$ cat src/rtl/pct_pkg.sv
// ----------------------------------------------------------------------------
// pct_pkg
// Shared types and constants for the prescaled compare timer: opcodes,
// register offsets, control and status bit masks, and the item structs.
// ----------------------------------------------------------------------------
package pct_pkg;

  typedef enum logic [1:0] {
    OP_READ  = 2'd0,
    OP_WRITE = 2'd1,
    OP_TICK  = 2'd2
  } pct_op_e;

  localparam logic [11:0] OffCtrl     = 12'h000;
  localparam logic [11:0] OffPrescale = 12'h004;
  localparam logic [11:0] OffStatus   = 12'h008;
  localparam logic [11:0] OffIrqEn    = 12'h00C;
  localparam logic [11:0] OffCompare  = 12'h010;
  localparam logic [11:0] OffCount    = 12'h024;

  localparam logic [31:0] CtrlSoftReset = 32'h0000_8000;
  localparam int unsigned CtrlEnableBit = 0;
  localparam int unsigned FlagOvfBit    = 0;
  localparam int unsigned IrqEnOvfBit   = 0;
  localparam int unsigned DivWidth      = 12;

  // One bus read, bus write or source clock tick.
  typedef struct packed {
    logic [1:0]  opcode;
    logic [11:0] reg_offset;
    logic [31:0] write_value;
  } pct_item_t;

  // What one item produces.
  typedef struct packed {
    logic [31:0] read_data;
    logic        irq_level;
  } pct_result_t;

endpackage

$ cat src/rtl/pct_core.sv
// ----------------------------------------------------------------------------
// pct_core
// Register bank and counter state of the timer. Applies one item per cycle
// when fire_i is high and presents the item's result combinationally.
// ----------------------------------------------------------------------------
module pct_core (
  input  logic                 clk_i,
  input  logic                 rst_ni,
  input  logic                 fire_i,
  input  pct_pkg::pct_item_t   item_i,
  output pct_pkg::pct_result_t result_o
);

  logic [31:0] control_q, control_d;
  logic [31:0] prescale_q, prescale_d;
  logic [31:0] status_q, status_d;
  logic [31:0] irq_en_q, irq_en_d;
  logic [31:0] compare_q, compare_d;
  logic [31:0] count_q, count_d;
  logic [pct_pkg::DivWidth-1:0] pre_cnt_q, pre_cnt_d;

  logic        enabled;
  logic [31:0] rdata;

  assign enabled = control_q[pct_pkg::CtrlEnableBit];

  always_comb begin
    control_d  = control_q;
    prescale_d = prescale_q;
    status_d   = status_q;
    irq_en_d   = irq_en_q;
    compare_d  = compare_q;
    count_d    = count_q;
    pre_cnt_d  = pre_cnt_q;
    rdata      = 32'd0;

    unique case (item_i.opcode)
      pct_pkg::OP_READ: begin
        unique case (item_i.reg_offset)
          pct_pkg::OffCtrl:     rdata = control_q;
          pct_pkg::OffPrescale: rdata = prescale_q;
          pct_pkg::OffStatus:   rdata = status_q;
          pct_pkg::OffIrqEn:    rdata = irq_en_q;
          pct_pkg::OffCompare:  rdata = compare_q;
          pct_pkg::OffCount:    rdata = count_q;
          default:              rdata = 32'd0;
        endcase
      end
      pct_pkg::OP_WRITE: begin
        unique case (item_i.reg_offset)
          pct_pkg::OffCtrl: begin
            if ((item_i.write_value & pct_pkg::CtrlSoftReset) != 32'd0) begin
              // Software reset clears the bank; no restart follows.
              prescale_d = 32'd0;
              status_d   = 32'd0;
              irq_en_d   = 32'd0;
              compare_d  = 32'd0;
              count_d    = 32'd0;
              pre_cnt_d  = '0;
              control_d  = item_i.write_value & ~pct_pkg::CtrlSoftReset;
            end else begin
              control_d = item_i.write_value;
              if (!enabled && item_i.write_value[pct_pkg::CtrlEnableBit]) begin
                count_d   = 32'd0;
                pre_cnt_d = '0;
              end
            end
          end
          pct_pkg::OffPrescale: begin
            prescale_d = item_i.write_value;
            if (enabled) begin
              count_d   = 32'd0;
              pre_cnt_d = '0;
            end
          end
          pct_pkg::OffStatus: status_d = status_q & ~item_i.write_value;
          pct_pkg::OffIrqEn:  irq_en_d = item_i.write_value;
          pct_pkg::OffCompare: begin
            compare_d = item_i.write_value;
            if (enabled) begin
              count_d   = 32'd0;
              pre_cnt_d = '0;
            end
          end
          default: ;
        endcase
      end
      pct_pkg::OP_TICK: begin
        if (enabled && compare_q != 32'd0) begin
          if (pre_cnt_q >= prescale_q[pct_pkg::DivWidth-1:0]) begin
            pre_cnt_d = '0;
            if (count_q >= compare_q) begin
              count_d = 32'd0;
              status_d[pct_pkg::FlagOvfBit] = 1'b1;
            end else begin
              count_d = count_q + 32'd1;
            end
          end else begin
            pre_cnt_d = pre_cnt_q + 1'b1;
          end
        end
      end
      default: ;
    endcase
  end

  assign result_o.read_data = rdata;
  assign result_o.irq_level = status_d[pct_pkg::FlagOvfBit] & irq_en_d[pct_pkg::IrqEnOvfBit];

  always_ff @(posedge clk_i or negedge rst_ni) begin
    if (!rst_ni) begin
      control_q  <= 32'd0;
      prescale_q <= 32'd0;
      status_q   <= 32'd0;
      irq_en_q   <= 32'd0;
      compare_q  <= 32'd0;
      count_q    <= 32'd0;
      pre_cnt_q  <= '0;
    end else if (fire_i) begin
      control_q  <= control_d;
      prescale_q <= prescale_d;
      status_q   <= status_d;
      irq_en_q   <= irq_en_d;
      compare_q  <= compare_d;
      count_q    <= count_d;
      pre_cnt_q  <= pre_cnt_d;
    end
  end

endmodule

$ cat src/rtl/prescaled_compare_timer.sv
// ----------------------------------------------------------------------------
// prescaled_compare_timer
// General purpose timer with output compare in restart mode, driven by a
// stream of bus reads, bus writes and source clock ticks.
// ----------------------------------------------------------------------------
// Every input beat is one bus read, one bus write or one tick of the timer's
// source clock, and each beat yields exactly one result beat carrying the read
// data (zero for writes, ticks and unmapped offsets) and the interrupt level
// after that beat. The block takes one beat per cycle while in_stall_o is low: a
// beat is captured in an input register, processed by the register bank in
// pct_core once the output register is free, and its result lands in an
// output register. The input register doubles as a skid stage: while a
// finished result waits on out_stall_i, one more beat is still taken, and
// only then does in_stall_o rise. Throughput is one beat per cycle whenever
// the consumer keeps up; the register bank's combinational path (a 32-bit
// compare and increment for the count) sets that figure.
// ----------------------------------------------------------------------------
module prescaled_compare_timer (
  input  logic        clk_i,
  input  logic        rst_ni,
  input  logic        in_valid_i,
  output logic        in_stall_o,
  input  logic [1:0]  opcode_i,
  input  logic [11:0] reg_offset_i,
  input  logic [31:0] write_value_i,
  output logic        out_valid_o,
  input  logic        out_stall_i,
  output logic [31:0] read_data_o,
  output logic        irq_level_o
);

  // Input register stage.
  logic                 in_valid_q;
  pct_pkg::pct_item_t   item_q;

  // Output register stage.
  logic                 out_valid_q;
  pct_pkg::pct_result_t result_q;
  pct_pkg::pct_result_t result_d;

  logic advance;  // the held input beat moves into the output register
  logic in_fire;  // a new input beat is captured

  // The output register is free when empty or being drained this cycle.
  assign advance    = in_valid_q && (!out_valid_q || !out_stall_i);
  assign in_stall_o = in_valid_q && !advance;
  assign in_fire    = in_valid_i && !in_stall_o;

  always_ff @(posedge clk_i or negedge rst_ni) begin
    if (!rst_ni) begin
      in_valid_q <= 1'b0;
    end else if (in_fire) begin
      in_valid_q <= 1'b1;
    end else if (advance) begin
      in_valid_q <= 1'b0;
    end
  end

  always_ff @(posedge clk_i) begin
    if (in_fire) begin
      item_q.opcode      <= opcode_i;
      item_q.reg_offset  <= reg_offset_i;
      item_q.write_value <= write_value_i;
    end
  end

  // The register bank commits the held beat's effects exactly when it moves on.
  pct_core u_core (
    .clk_i    (clk_i),
    .rst_ni   (rst_ni),
    .fire_i   (advance),
    .item_i   (item_q),
    .result_o (result_d)
  );

  always_ff @(posedge clk_i or negedge rst_ni) begin
    if (!rst_ni) begin
      out_valid_q <= 1'b0;
    end else if (advance) begin
      out_valid_q <= 1'b1;
    end else if (!out_stall_i) begin
      out_valid_q <= 1'b0;
    end
  end

  always_ff @(posedge clk_i) begin
    if (advance) begin
      result_q <= result_d;
    end
  end

  assign out_valid_o = out_valid_q;
  assign read_data_o = result_q.read_data;
  assign irq_level_o = result_q.irq_level;

endmodule

$ cat config.mk
export PLATFORM = sky130hd
export DESIGN_NAME = prescaled_compare_timer
export DESIGN_NICKNAME = d
export VERILOG_FILES = /design/src/rtl/pct_pkg.sv /design/src/rtl/pct_core.sv /design/src/rtl/prescaled_compare_timer.sv
export SDC_FILE = /design/constraint.sdc
export NUM_CORES = 1
export LEC_CHECK = 0
export BUFFER_PORTS_ARGS = -buffer_cell sky130_fd_sc_hd__buf_2
export CAP_MARGIN = 20
export CORE_MARGIN = 10
export CORE_UTILIZATION = 61
export CTS_CLUSTER_SIZE = 8
export DETAILED_ROUTE_END_ITERATION = 12
export PLACE_DENSITY_LB_ADDON = 0.08
export SKIP_CTS_REPAIR_TIMING = 1
export SYNTH_ARGS = -nofsm -noshare
export SYNTH_HDL_FRONTEND = slang
export SYNTH_HIERARCHICAL = 1
export SYNTH_SLANG_ARGS = --single-unit
$ cat constraint.sdc
create_clock -name clk_i -period 6.8 [get_ports clk_i]
set_input_delay 2.04 -clock clk_i [delete_from_list [all_inputs] [get_ports clk_i]]
set_output_delay 2.04 -clock clk_i [all_outputs]
set_load 0.005 [all_outputs]
==> results of run 1 <==
routing by layer:
layer	track usage (%)	wire, µm	up-vias
met2	35.02	15330	411
met1	35.90	15330	4851
met3	6.356	3413	65
li1	-	-	4399
met4	6.775	630	0
met5	0	0	-
power groups by stage:
stage	registers, W	clock network (W)	logic [W]
after floorplan	0.00200	0	0.000295
after global placement	0.00205	0	0.000407
after detailed placement	0.00205	0	0.000425
after CTS	0.00203	0.00192	0.000425
after global routing	0.00205	0.00200	0.000502
final	0.00203	0.00189	0.000431
critical path, stage by stage:
cell and delay, ps:
buf_2 130, nand3_2 90, inv_1 60, buf_2 100
worst paths after layout:
| check | from | endpoint | slack [ps] | cells after the start |
|---|---|---|---|---|
| setup / recovery | out_stall_i | in_stall_o | 2350 | 4 |
| max in group asynchronous | rst_ni | u_core/prescale_q[19]$_DFFE_PN0P_ | 4160 | 2 |
| setup reg to reg | item_q[34]$_DFFE_PP_ | u_core/count_q[24]$_DFFE_PN0P_ | 3260 | 8 |
| min in group asynchronous | rst_ni | u_core/count_q[14]$_DFFE_PN0P_ | 1420 | 1 |
| hold reg to reg | u_core/status_q[20]$_DFFE_PN0P_ | u_core/status_q[20]$_DFFE_PN0P_ | 480 | 1 |
| hold / removal | u_core/status_q[20]$_DFFE_PN0P_ | u_core/status_q[20]$_DFFE_PN0P_ | 480 | 1 |
area by class of cell:
cell class	instances	area share, %
Clock buffer	65	7.510
Clock inverter	2	0.2352
Tap cell	280	2.271
Inverter	62	1.508
Sequential cell	284	48.63
Timing Repair Buffer	100	3.982
Multi-Input combinational cell	713	35.87
layout by cell type, fill, tap and decap left out, types with 6 or more instances in the layout:
cell type,count
nor4_1,14
o21ai_1,7
ha_1,49
dfrtp_1,205
nand4_1,14
mux4_2,30
buf_4,12
buf_2,83
nand3_1,38
nor2_1,52
and3_1,12
a22o_1,93
and2_1,7
mux2_2,33
o311ai_0,9
o21a_1,32
o21ai_0,28
nand2b_1,7
o31ai_1,6
nor3_1,9
or3_1,12
inv_1,62
clkbuf_1,22
a21boi_0,28
a21oi_1,30
nand2_1,94
a21o_1,6
a22oi_1,32
clkbuf_16,43
edfxtp_1,79
sequential cells by signal (all words and copies together) (netlist names):
| register | cells |
|---|---|
| irq_level_o | 1 |
| u_core/irq_en_q | 32 |
| u_core/count_q | 32 |
| u_core/pre_cnt_q | 12 |
| item_q | 46 |
| read_data_o | 32 |
| out_valid_o | 1 |
| in_valid_q | 1 |
| u_core/compare_q | 32 |
| u_core/prescale_q | 32 |
| u_core/control_q | 31 |
| u_core/status_q | 32 |
kinds of logic after synthesis:
kind of cell | Yosys count
AND/OR/NAND/NOR | 288
AO/OA/AOI/OAI | 309
buffers and inverters | 125
XOR/XNOR | 4
adder cells (fa/ha/maj) | 49
flip-flops | 284
multiplexers | 63
through the flow:
stage / std cells / cell area (µm²)
after floorplan: 1122 / 13430
after global placement: 1436 / 14160
after detailed placement: 1436 / 14160
after CTS: 1503 / 15350
after global routing: 1506 / 15430
final: 1506 / 15430
==> results.tsv, run 1 <==
metric	value	unit
HPWL after DPL	22400	µm
logic gate share of total power	9.9	%
Clock Power Share	43.5	%
sequential power share	46.6	%
Compound-Gate Fraction of Synth Area	17.29	%
area leader, netlist	dfrtp_1	
final worst slack	2346	ps
setup tns final	0	ps
vias in the first global route	9672	
DRT Wirelength	34710	µm
first-pass GRT wire length	55650	µm
multi-input combinational cell area	5534	µm²
Finish-stage setup viols	0	
Syn Nets	1221	
placeable core area	21760	µm²
adder-cell area share of the yosys netlist	4.565	%
die area	28350	µm²
ratio of cells with drive above 1 in the final layout	18.76	%
Synth Flop Type	dfrtp_1	
largest family of logic cells by synthesized area	compound AO/OA/AOI/OAI gates	
Place WS	2196	ps
Overall Global Routing Usage	24.41	%
leak pwr	6.510	nW
clk sinks	284	
initial antenna violation count	0	
maxcap violations	0	
vias	9726	
Final nets	1301	
diodes inserted	0	
Mapped Area	13430	µm²
endpoints failing hold	0	
routability cong.	0.8742	
# IOs	85	
DIE WIDTH	168.4	µm
drt drc	0	
most frequent cell after synthesis	dfrtp_1	
Post-synth ARST share	72.18	%
Slew @ Worst Pin	1126	ps
Worst Path Required	4760	ps
Post-synth EDFFs	79	
CP startpoint kind	input pin	
#FFs+latches synth	284	
CTS tree	yes	
Avg Inst Size Synth	11.97	µm²
CP arrival	2410	ps
Net Sw Frac	26.14	%
status	complete, no violations	
Critical Path End Type	output port	
Mapped Cells	1122	
P_int	0.003216	W
RSZ-0062 raised after global routing	no	
largest net degree at the start of global routing	171	
1st-iter DRT viols	1017	
clk buf depth	3	
FMAX	224.5	MHz
top cell type's share of synthesized area	38.20	%
top cells by count, synth	205 x dfrtp_1, 94 x nand2_1, 93 x a22o_1, 79 x edfxtp_1, 62 x inv_1	
worst hold margin	482.5	ps
Post-Synth Simple-Gate Area	10.71	%
crit share post-route	65.51	%
area delta synth->final	14.89	%
post-route antenna net violation count	0	
Root Buffer	clkbuf_16	
max-slew violations	0	
Pwr Total	0.004354	W
Port Buf Inserts	84	
Worst IR Drop VDD	0.0002109	V
clock latency at the later pin of the worst-skew pair	540	ps
Crit Path Max Fanout	3	
register area share after synthesis	55.87	%
Site Rows	54	
DIE HEIGHT	168.4	µm
register area	7502	µm²
CTS buffer count	41	
crit path kind	in2out	
gr ovfl total	0	
mux share of post-synthesis cell area	7.798	%
router iterations before antenna repair	5	
fin util	70.92	%
Setup Skew	16.63	ps
Hold Crit Class	reg2reg	
initial core utilization	61.73	%
Tmin final	4454	ps
yosys warns	6	
top cells by area, synth	dfrtp_1 38%, edfxtp_1 18%, a22o_1 6.1%, mux4_2 5.0%, ha_1 4.6%	
Synth Area in XOR/XNOR	0.2609	%
fill count	1568	
vias per cell	6.458	
Net Sw Power	0.001138	W
Cell variety after synth	60	
power density cells	282.2	nW/µm²
DR WL/cell	23.05	µm
max_slew headroom	24.96	%
clock slew at reported path FFs	40	ps
H-tree Lvls	2	
No activity file was read; power rests on OpenSTA's default activity.
==> run 2, diff against run 1 <==
ABC_AREA = 1   (was default)
CORE_UTILIZATION = 55   (was 61)
clock period = 3.6 ns   (was 6.8 ns; I/O delays follow)
==> run 2 against run 1 <==
Effect of this change:
- register-to-register slack worse by 2400 ps
- global-route usage up 0.25 points
- largest cell class unchanged
- wire length up 19%
- worst hold slack worse by 28 ps
- largest power group is now the clock network
==> results.tsv, run 2 <==
metric	value	unit	change
status	complete, no violations		
CP max stage cell	buf_4		
worst hold margin	455.0	ps	-27.51 ps
DR WL/cell	18.98	µm	-18%
Post-synth ARST share	72.18	%	unchanged
setup tns final	0	ps	unchanged
clk sinks	284		unchanged
router iterations before antenna repair	5		unchanged
area delta synth->final	14.38	%	
most frequent cell after synthesis	nand2_1		
multi-input combinational cell area	5792	µm²	+4.7%
Setup Skew	24.65	ps	+8.016 ps
commonest cells after routing, fill and taps aside	463 x nand2_1, 205 x dfrtp_1, 196 x inv_1, 182 x o21ai_0, 168 x nor2_1		
vias in the first global route	11930		+23%
Mapped Area	14380	µm²	+7.0%
Biggest register	item_q		
routability cong.	0.9542		+9.2%
Cell variety after synth	39		-35%
HPWL after DPL	28740	µm	+28%
leak pwr	7.674	nW	+18%
Port Buf Inserts	84		unchanged
Synth Flop Type	dfrtp_1		
top cell type's share of synthesized area	35.69	%	-2.5 points
RSZ-0062 raised after global routing	no		
gr ovfl total	0		unchanged
top cells by count, synth	465 x nand2_1, 205 x dfrtp_1, 197 x inv_1, 182 x o21ai_0, 168 x nor2_1		
Critical Path End Type	flip-flop		
DP Cell Count	2102		+46%
clk buf depth	3		unchanged
1st-iter DRT viols	1050		+3.2%
Hold Crit Class	reg2reg		
register area	7502	µm²	unchanged
max-slew violations	0		unchanged
power density cells	447.5	nW/µm²	+59%
crit path kind	reg2reg		
Place WS	608.9	ps	-1587 ps
non-filler cells, final	2169		+44%
clock latency at the later pin of the worst-skew pair	540	ps	about the same
maxcap violations	0		unchanged
first-pass GRT wire length	65280	µm	+17%
post-route antenna net violation count	0		unchanged
crit share post-route	75.42	%	
largest net degree at the start of global routing	64		-63%
max FFs per register	46		unchanged
Worst IR Drop VDD	0.0004686	V	+120%
CP most frequent cell	buf_4		
drt drc	0		unchanged
crit path cell chain	nor2_1, nand3_1, nor2_4, nand3_2, nor2_2, buf_4, nand2_1, buf_4, o21ai_0		
DIE WIDTH	181.7	µm	+7.9%
Post-synth EDFFs	79		unchanged
Site Rows	59		+9.3%
die area	33000	µm²	+16%
vias per cell	5.611		-13%
Mapped Cells	1725		+54%
Syn Nets	1824		+49%
area leader, netlist	dfrtp_1		
CTS tree	yes		
Final nets	1910		+47%
#FFs+latches synth	284		unchanged
Avg Inst Size Synth	8.333	µm²	-30%
initial antenna violation count	1		+1
Crit Path Max Fanout	30		+27
DIE HEIGHT	181.7	µm	+7.9%
# IOs	85		unchanged
diodes inserted	0		unchanged
FMAX	368.3	MHz	
H-tree Lvls	2		unchanged
Largest stage delay, worst path	420	ps	+290 ps
Worst Path Required	4040	ps	-720 ps
Finish-stage setup viols	0		unchanged
vias	12170		+25%
Overall Global Routing Usage	24.65	%	+0.25 points
Tmin final	2715	ps	
ratio of cells with drive above 1 in the final layout	10.36	%	-8.4 points
CP startpoint kind	flip-flop		
Root Buffer	clkbuf_16		
clock slew at reported path FFs	50	ps	about the same
Slew @ Worst Pin	801.0	ps	-324.5 ps
commonest non-fill, non-tap cell in the layout	nand2_1		
register area share after synthesis	52.19	%	-3.7 points
fill count	2260		+44%
yosys warns	6		unchanged
DRT Wirelength	41170	µm	+19%
placeable core area	25910	µm²	+19%
top cells by area, synth	dfrtp_1 36%, edfxtp_1 17%, nand2_1 12%, o21ai_0 6.3%, inv_1 5.1%		
CTS buffer count	41		unchanged
final worst slack	884.7	ps	-1461 ps
max_slew headroom	46.47	%	+22 points
CP arrival	3160	ps	+750 ps
Pwr Total	0.007358	W	+69%
initial core utilization	55.48	%	-6.2 points
endpoints failing hold	0		unchanged
## run 2: worst paths after layout
check / start / endpoint / slack (ps) / depth (start not counted)
worst min register to register: item_q[19]$_DFFE_PP_ / u_core/status_q[19]$_DFFE_PN0P_ / 450 / 1
worst min-delay path: item_q[19]$_DFFE_PP_ / u_core/status_q[19]$_DFFE_PN0P_ / 450 / 1
min in group asynchronous: rst_ni / u_core/irq_en_q[6]$_DFFE_PN0P_ / 510 / 1
worst max register to register: item_q[41]$_DFFE_PP_ / u_core/irq_en_q[6]$_DFFE_PN0P_ / 880 / 9
max in group asynchronous: rst_ni / u_core/count_q[9]$_DFFE_PN0P_ / 2270 / 2
worst max-delay path: item_q[41]$_DFFE_PP_ / u_core/irq_en_q[6]$_DFFE_PN0P_ / 880 / 9
## run 2: worst max-delay path: cells and delay by family, from the launching register on
family                 cells  cell delay, ps
and+or+nand+nor            6            1310
buffers and inverters      2             690
DFF                        1             350
AOI/OAI and AO/OA          1             240
## run 2: power by group
part / internal (W) / total (W) / leakage, nW / switching, W
Sequential: 0.00341 / 0.00345 / 3.12 / 0.0000420
Combinational: 0.0000863 / 0.000320 / 3.97 / 0.000234
Clock: 0.00219 / 0.00359 / 0.578 / 0.00139
## run 2: layout make-up
cell class | count | area share [%]
multi-input cells | 1165 | 35.23
clock buffers | 64 | 7.024
well taps | 335 | 2.549
repair buffers | 116 | 4.573
flip-flops and latches | 284 | 45.63
clock inverters | 2 | 0.3653
inverters | 203 | 4.634
## run 2: cell families after synthesis
kind of cell	after synthesis	synth area share [%]
adder cells (fa/ha/maj)	49	4.265
XOR/XNOR	22	1.340
flip-flops	284	52.19
AO/OA/AOI/OAI	341	13.22
buffers and inverters	276	7.729
AND/OR/NAND/NOR	753	21.26
## run 2: metrics by stage
step                      cell area [µm²]  utilization [%]
after CTS                           16410            63.35
after global routing                16440            63.46
after floorplan                     14380                -
after detailed placement            15200            58.66
final                               16440            63.46
after global placement              15200            58.66
## run 2: routing by layer
metal  share of wire (%)  GRT usage (%)
met4                 3.9          10.71
met3                 5.8          4.394
met1                  41          30.33
met5               0.029              0
met2                  49          41.69
==> run 3, diff against run 2 <==
ABC_AREA = 0   (was 1)
clock period = 2.3 ns   (was 3.6 ns; I/O delays follow)
==> run 3 against run 2 <==
Effect of this change:
- sequential share of layout area decreased by 3.7 points
- global-route usage increased by 0.38 points
- critical path type unchanged
- final cell count decreased by 19%
- power is 86% higher
- register-to-register slack lost 1200 ps
- setup slack lost 1200 ps
- worst hold slack worse by 350 ps
- maximum frequency grew 4.0%
- wire length decreased by 0.39%
- via count decreased by 11%
- the run now ends with setup timing left
==> results.tsv, run 3 (synthesis results as in run 1) <==
metric	value	unit	change
Worst IR Drop VDD	0.0005987	V	+28%
# IOs	85		unchanged
Tmin final	2610	ps	-105.3 ps
final worst slack	-310.0	ps	-1195 ps
crit path kind	reg2reg		
HPWL after DPL	26650	µm	-7.3%
ratio of cells with drive above 1 in the final layout	35.34	%	+25 points
clock slew at reported path FFs	60	ps	about the same
FMAX	383.1	MHz	+4.0%
placeable core area	24180	µm²	-6.7%
Worst Path Required	2750	ps	-1290 ps
fin util	74.09	%	+11 points
DP Cell Count	1654		-21%
maxcap violations	0		unchanged
max_slew headroom	67.53	%	+21 points
largest net degree at the start of global routing	59		-7.8%
max-slew violations	0		unchanged
CP arrival	3060	ps	-100 ps
crit share post-route	113.5	%	+38 points
first-pass GRT wire length	61000	µm	-6.6%
gr ovfl total	0		unchanged
worst hold margin	107.5	ps	-347.5 ps
leak pwr	7.888	nW	+2.8%
clk buf depth	3		unchanged
clk sinks	284		unchanged
1st-iter DRT viols	1199		+14%
commonest cells after routing, fill and taps aside	202 x dfrtp_1, 184 x buf_4, 93 x a22o_1, 90 x nand2_1, 85 x buf_2		
endpoints failing hold	0		unchanged
initial core utilization	55.55	%	+0.067 points
setup tns final	-8206	ps	-8206 ps
Overall Global Routing Usage	25.04	%	+0.38 points
Setup Skew	19.86	ps	-4.786 ps
CTS tree	yes		
max FFs per register	46		unchanged
Port Buf Inserts	84		unchanged
Critical Path End Type	flip-flop		
post-route antenna net violation count	0		unchanged
vias	10880		-11%
sequential power share	42.3	%	-4.6 points
H-tree Lvls	2		unchanged
failing checks	setup timing		
commonest non-fill, non-tap cell in the layout	dfrtp_1		
non-filler cells, final	1767		-19%
Site Rows	57		-3.4%
clock latency at the later pin of the worst-skew pair	530	ps	about the same
Final nets	1515		-21%
CTS buffer count	41		unchanged
Clock Power Share	40.6	%	-8.2 points
CP startpoint kind	flip-flop		
initial antenna violation count	0		-1
Biggest register	item_q		
diodes inserted	0		unchanged
DIE WIDTH	176.3	µm	-3.0%
Net Sw Power	0.003676	W	+120%
Finish-stage setup viols	46		+46
router iterations before antenna repair	5		unchanged
DRT Wirelength	41010	µm	-0.39%
power density cells	765.9	nW/µm²	+71%
routability cong.	0.9008		-5.6%
DR WL/cell	23.21	µm	+22%
Net Sw Frac	26.80	%	+4.1 points
die area	31070	µm²	-5.9%
area delta synth->final	33.39	%	
DIE HEIGHT	176.3	µm	-3.0%
vias in the first global route	10740		-10%
logic gate share of total power	17.1	%	+13 points
Hold Crit Class	in2async		
vias per cell	6.156		+9.7%
P_int	0.01004	W	+77%
RSZ-0062 raised after global routing	yes		
drt drc	0		unchanged
Crit Path Max Fanout	4		-87%
Slew @ Worst Pin	487.1	ps	-313.9 ps
status	finished with violations		
Root Buffer	clkbuf_16		
## run 3: changes by cell type in the layout (fill, tap and decap cells not counted), sizes merged, moves of 33 or more
cell   before  now
mux2        0   33
inv       203   64
o22ai      98    2
nand2     467   94
o21ai     186   36
a22o        0   93
nor2      174   55
buf       115  307
nand3      84   39
## run 3: final cells by class
class / instances / area [µm²]
clock buffer: 67 / 1124
multi-input combinational: 713 / 6015
tap: 324 / 405.4
sequential: 284 / 7506
inverter: 62 / 232.7
timing repair buffer: 314 / 2584
fill: 1590 / 6264
clock inverter: 3 / 47.55
## run 3: power groups by stage
stage	registers [W]	clock network [W]	logic, W
5_1_grt	0.00582	0.00589	0.00256
3_3_place_gp	0.00587	0	0.00192
3_5_place_dp	0.00586	0	0.00197
2_1_floorplan	0.00591	0	0.000897
4_1_cts	0.00579	0.00562	0.00197
6_report	0.00580	0.00557	0.00234
## run 3: worst paths after layout
path	from	endpoint	slack (ps)	cells past startpoint
max	item_q[38]$_DFFE_PP_	u_core/count_q[6]$_DFFE_PN0P_	-310	9
min	rst_ni	u_core/count_q[17]$_DFFE_PN0P_	110	1
max reg2reg	item_q[38]$_DFFE_PP_	u_core/count_q[6]$_DFFE_PN0P_	-310	9
min reg2reg	u_core/status_q[21]$_DFFE_PN0P_	u_core/status_q[21]$_DFFE_PN0P_	480	1
max in group asynchronous	rst_ni	u_core/count_q[27]$_DFFE_PN0P_	1500	2
min in group clk_i	opcode_i[1]	item_q[45]$_DFFE_PP_	340	1
## run 3: worst max-delay path: stages (launching register included)
cell,delay [ps]
edfxtp_1,420
nor4_4,370
nand2_1,130
o31a_1,370
a211oi_4,360
nand4_4,190
buf_6,180
clkbuf_16,140
or3_1,290
o21ai_1,80
## run 3: stage by stage
stage / worst slack [ps] / power, W / instance area, µm²
2_1_floorplan: -349.7 / 0.006809 / 13540
3_3_place_gp: -247.0 / 0.007789 / 15740
3_5_place_dp: -303.2 / 0.007827 / 15740
4_1_cts: -310.4 / 0.01338 / 16910
5_1_grt: -370.7 / 0.01427 / 17910
6_report: -310.0 / 0.01372 / 17910
## run 3: routing by layer
layer	vias up	track usage [%]	routed length [µm]
met5	-	0	0
met2	516	37.55	18740
li1	4823	-	-
met3	78	7.112	3986
met1	5460	34.85	17230
met4	0	7.418	1060
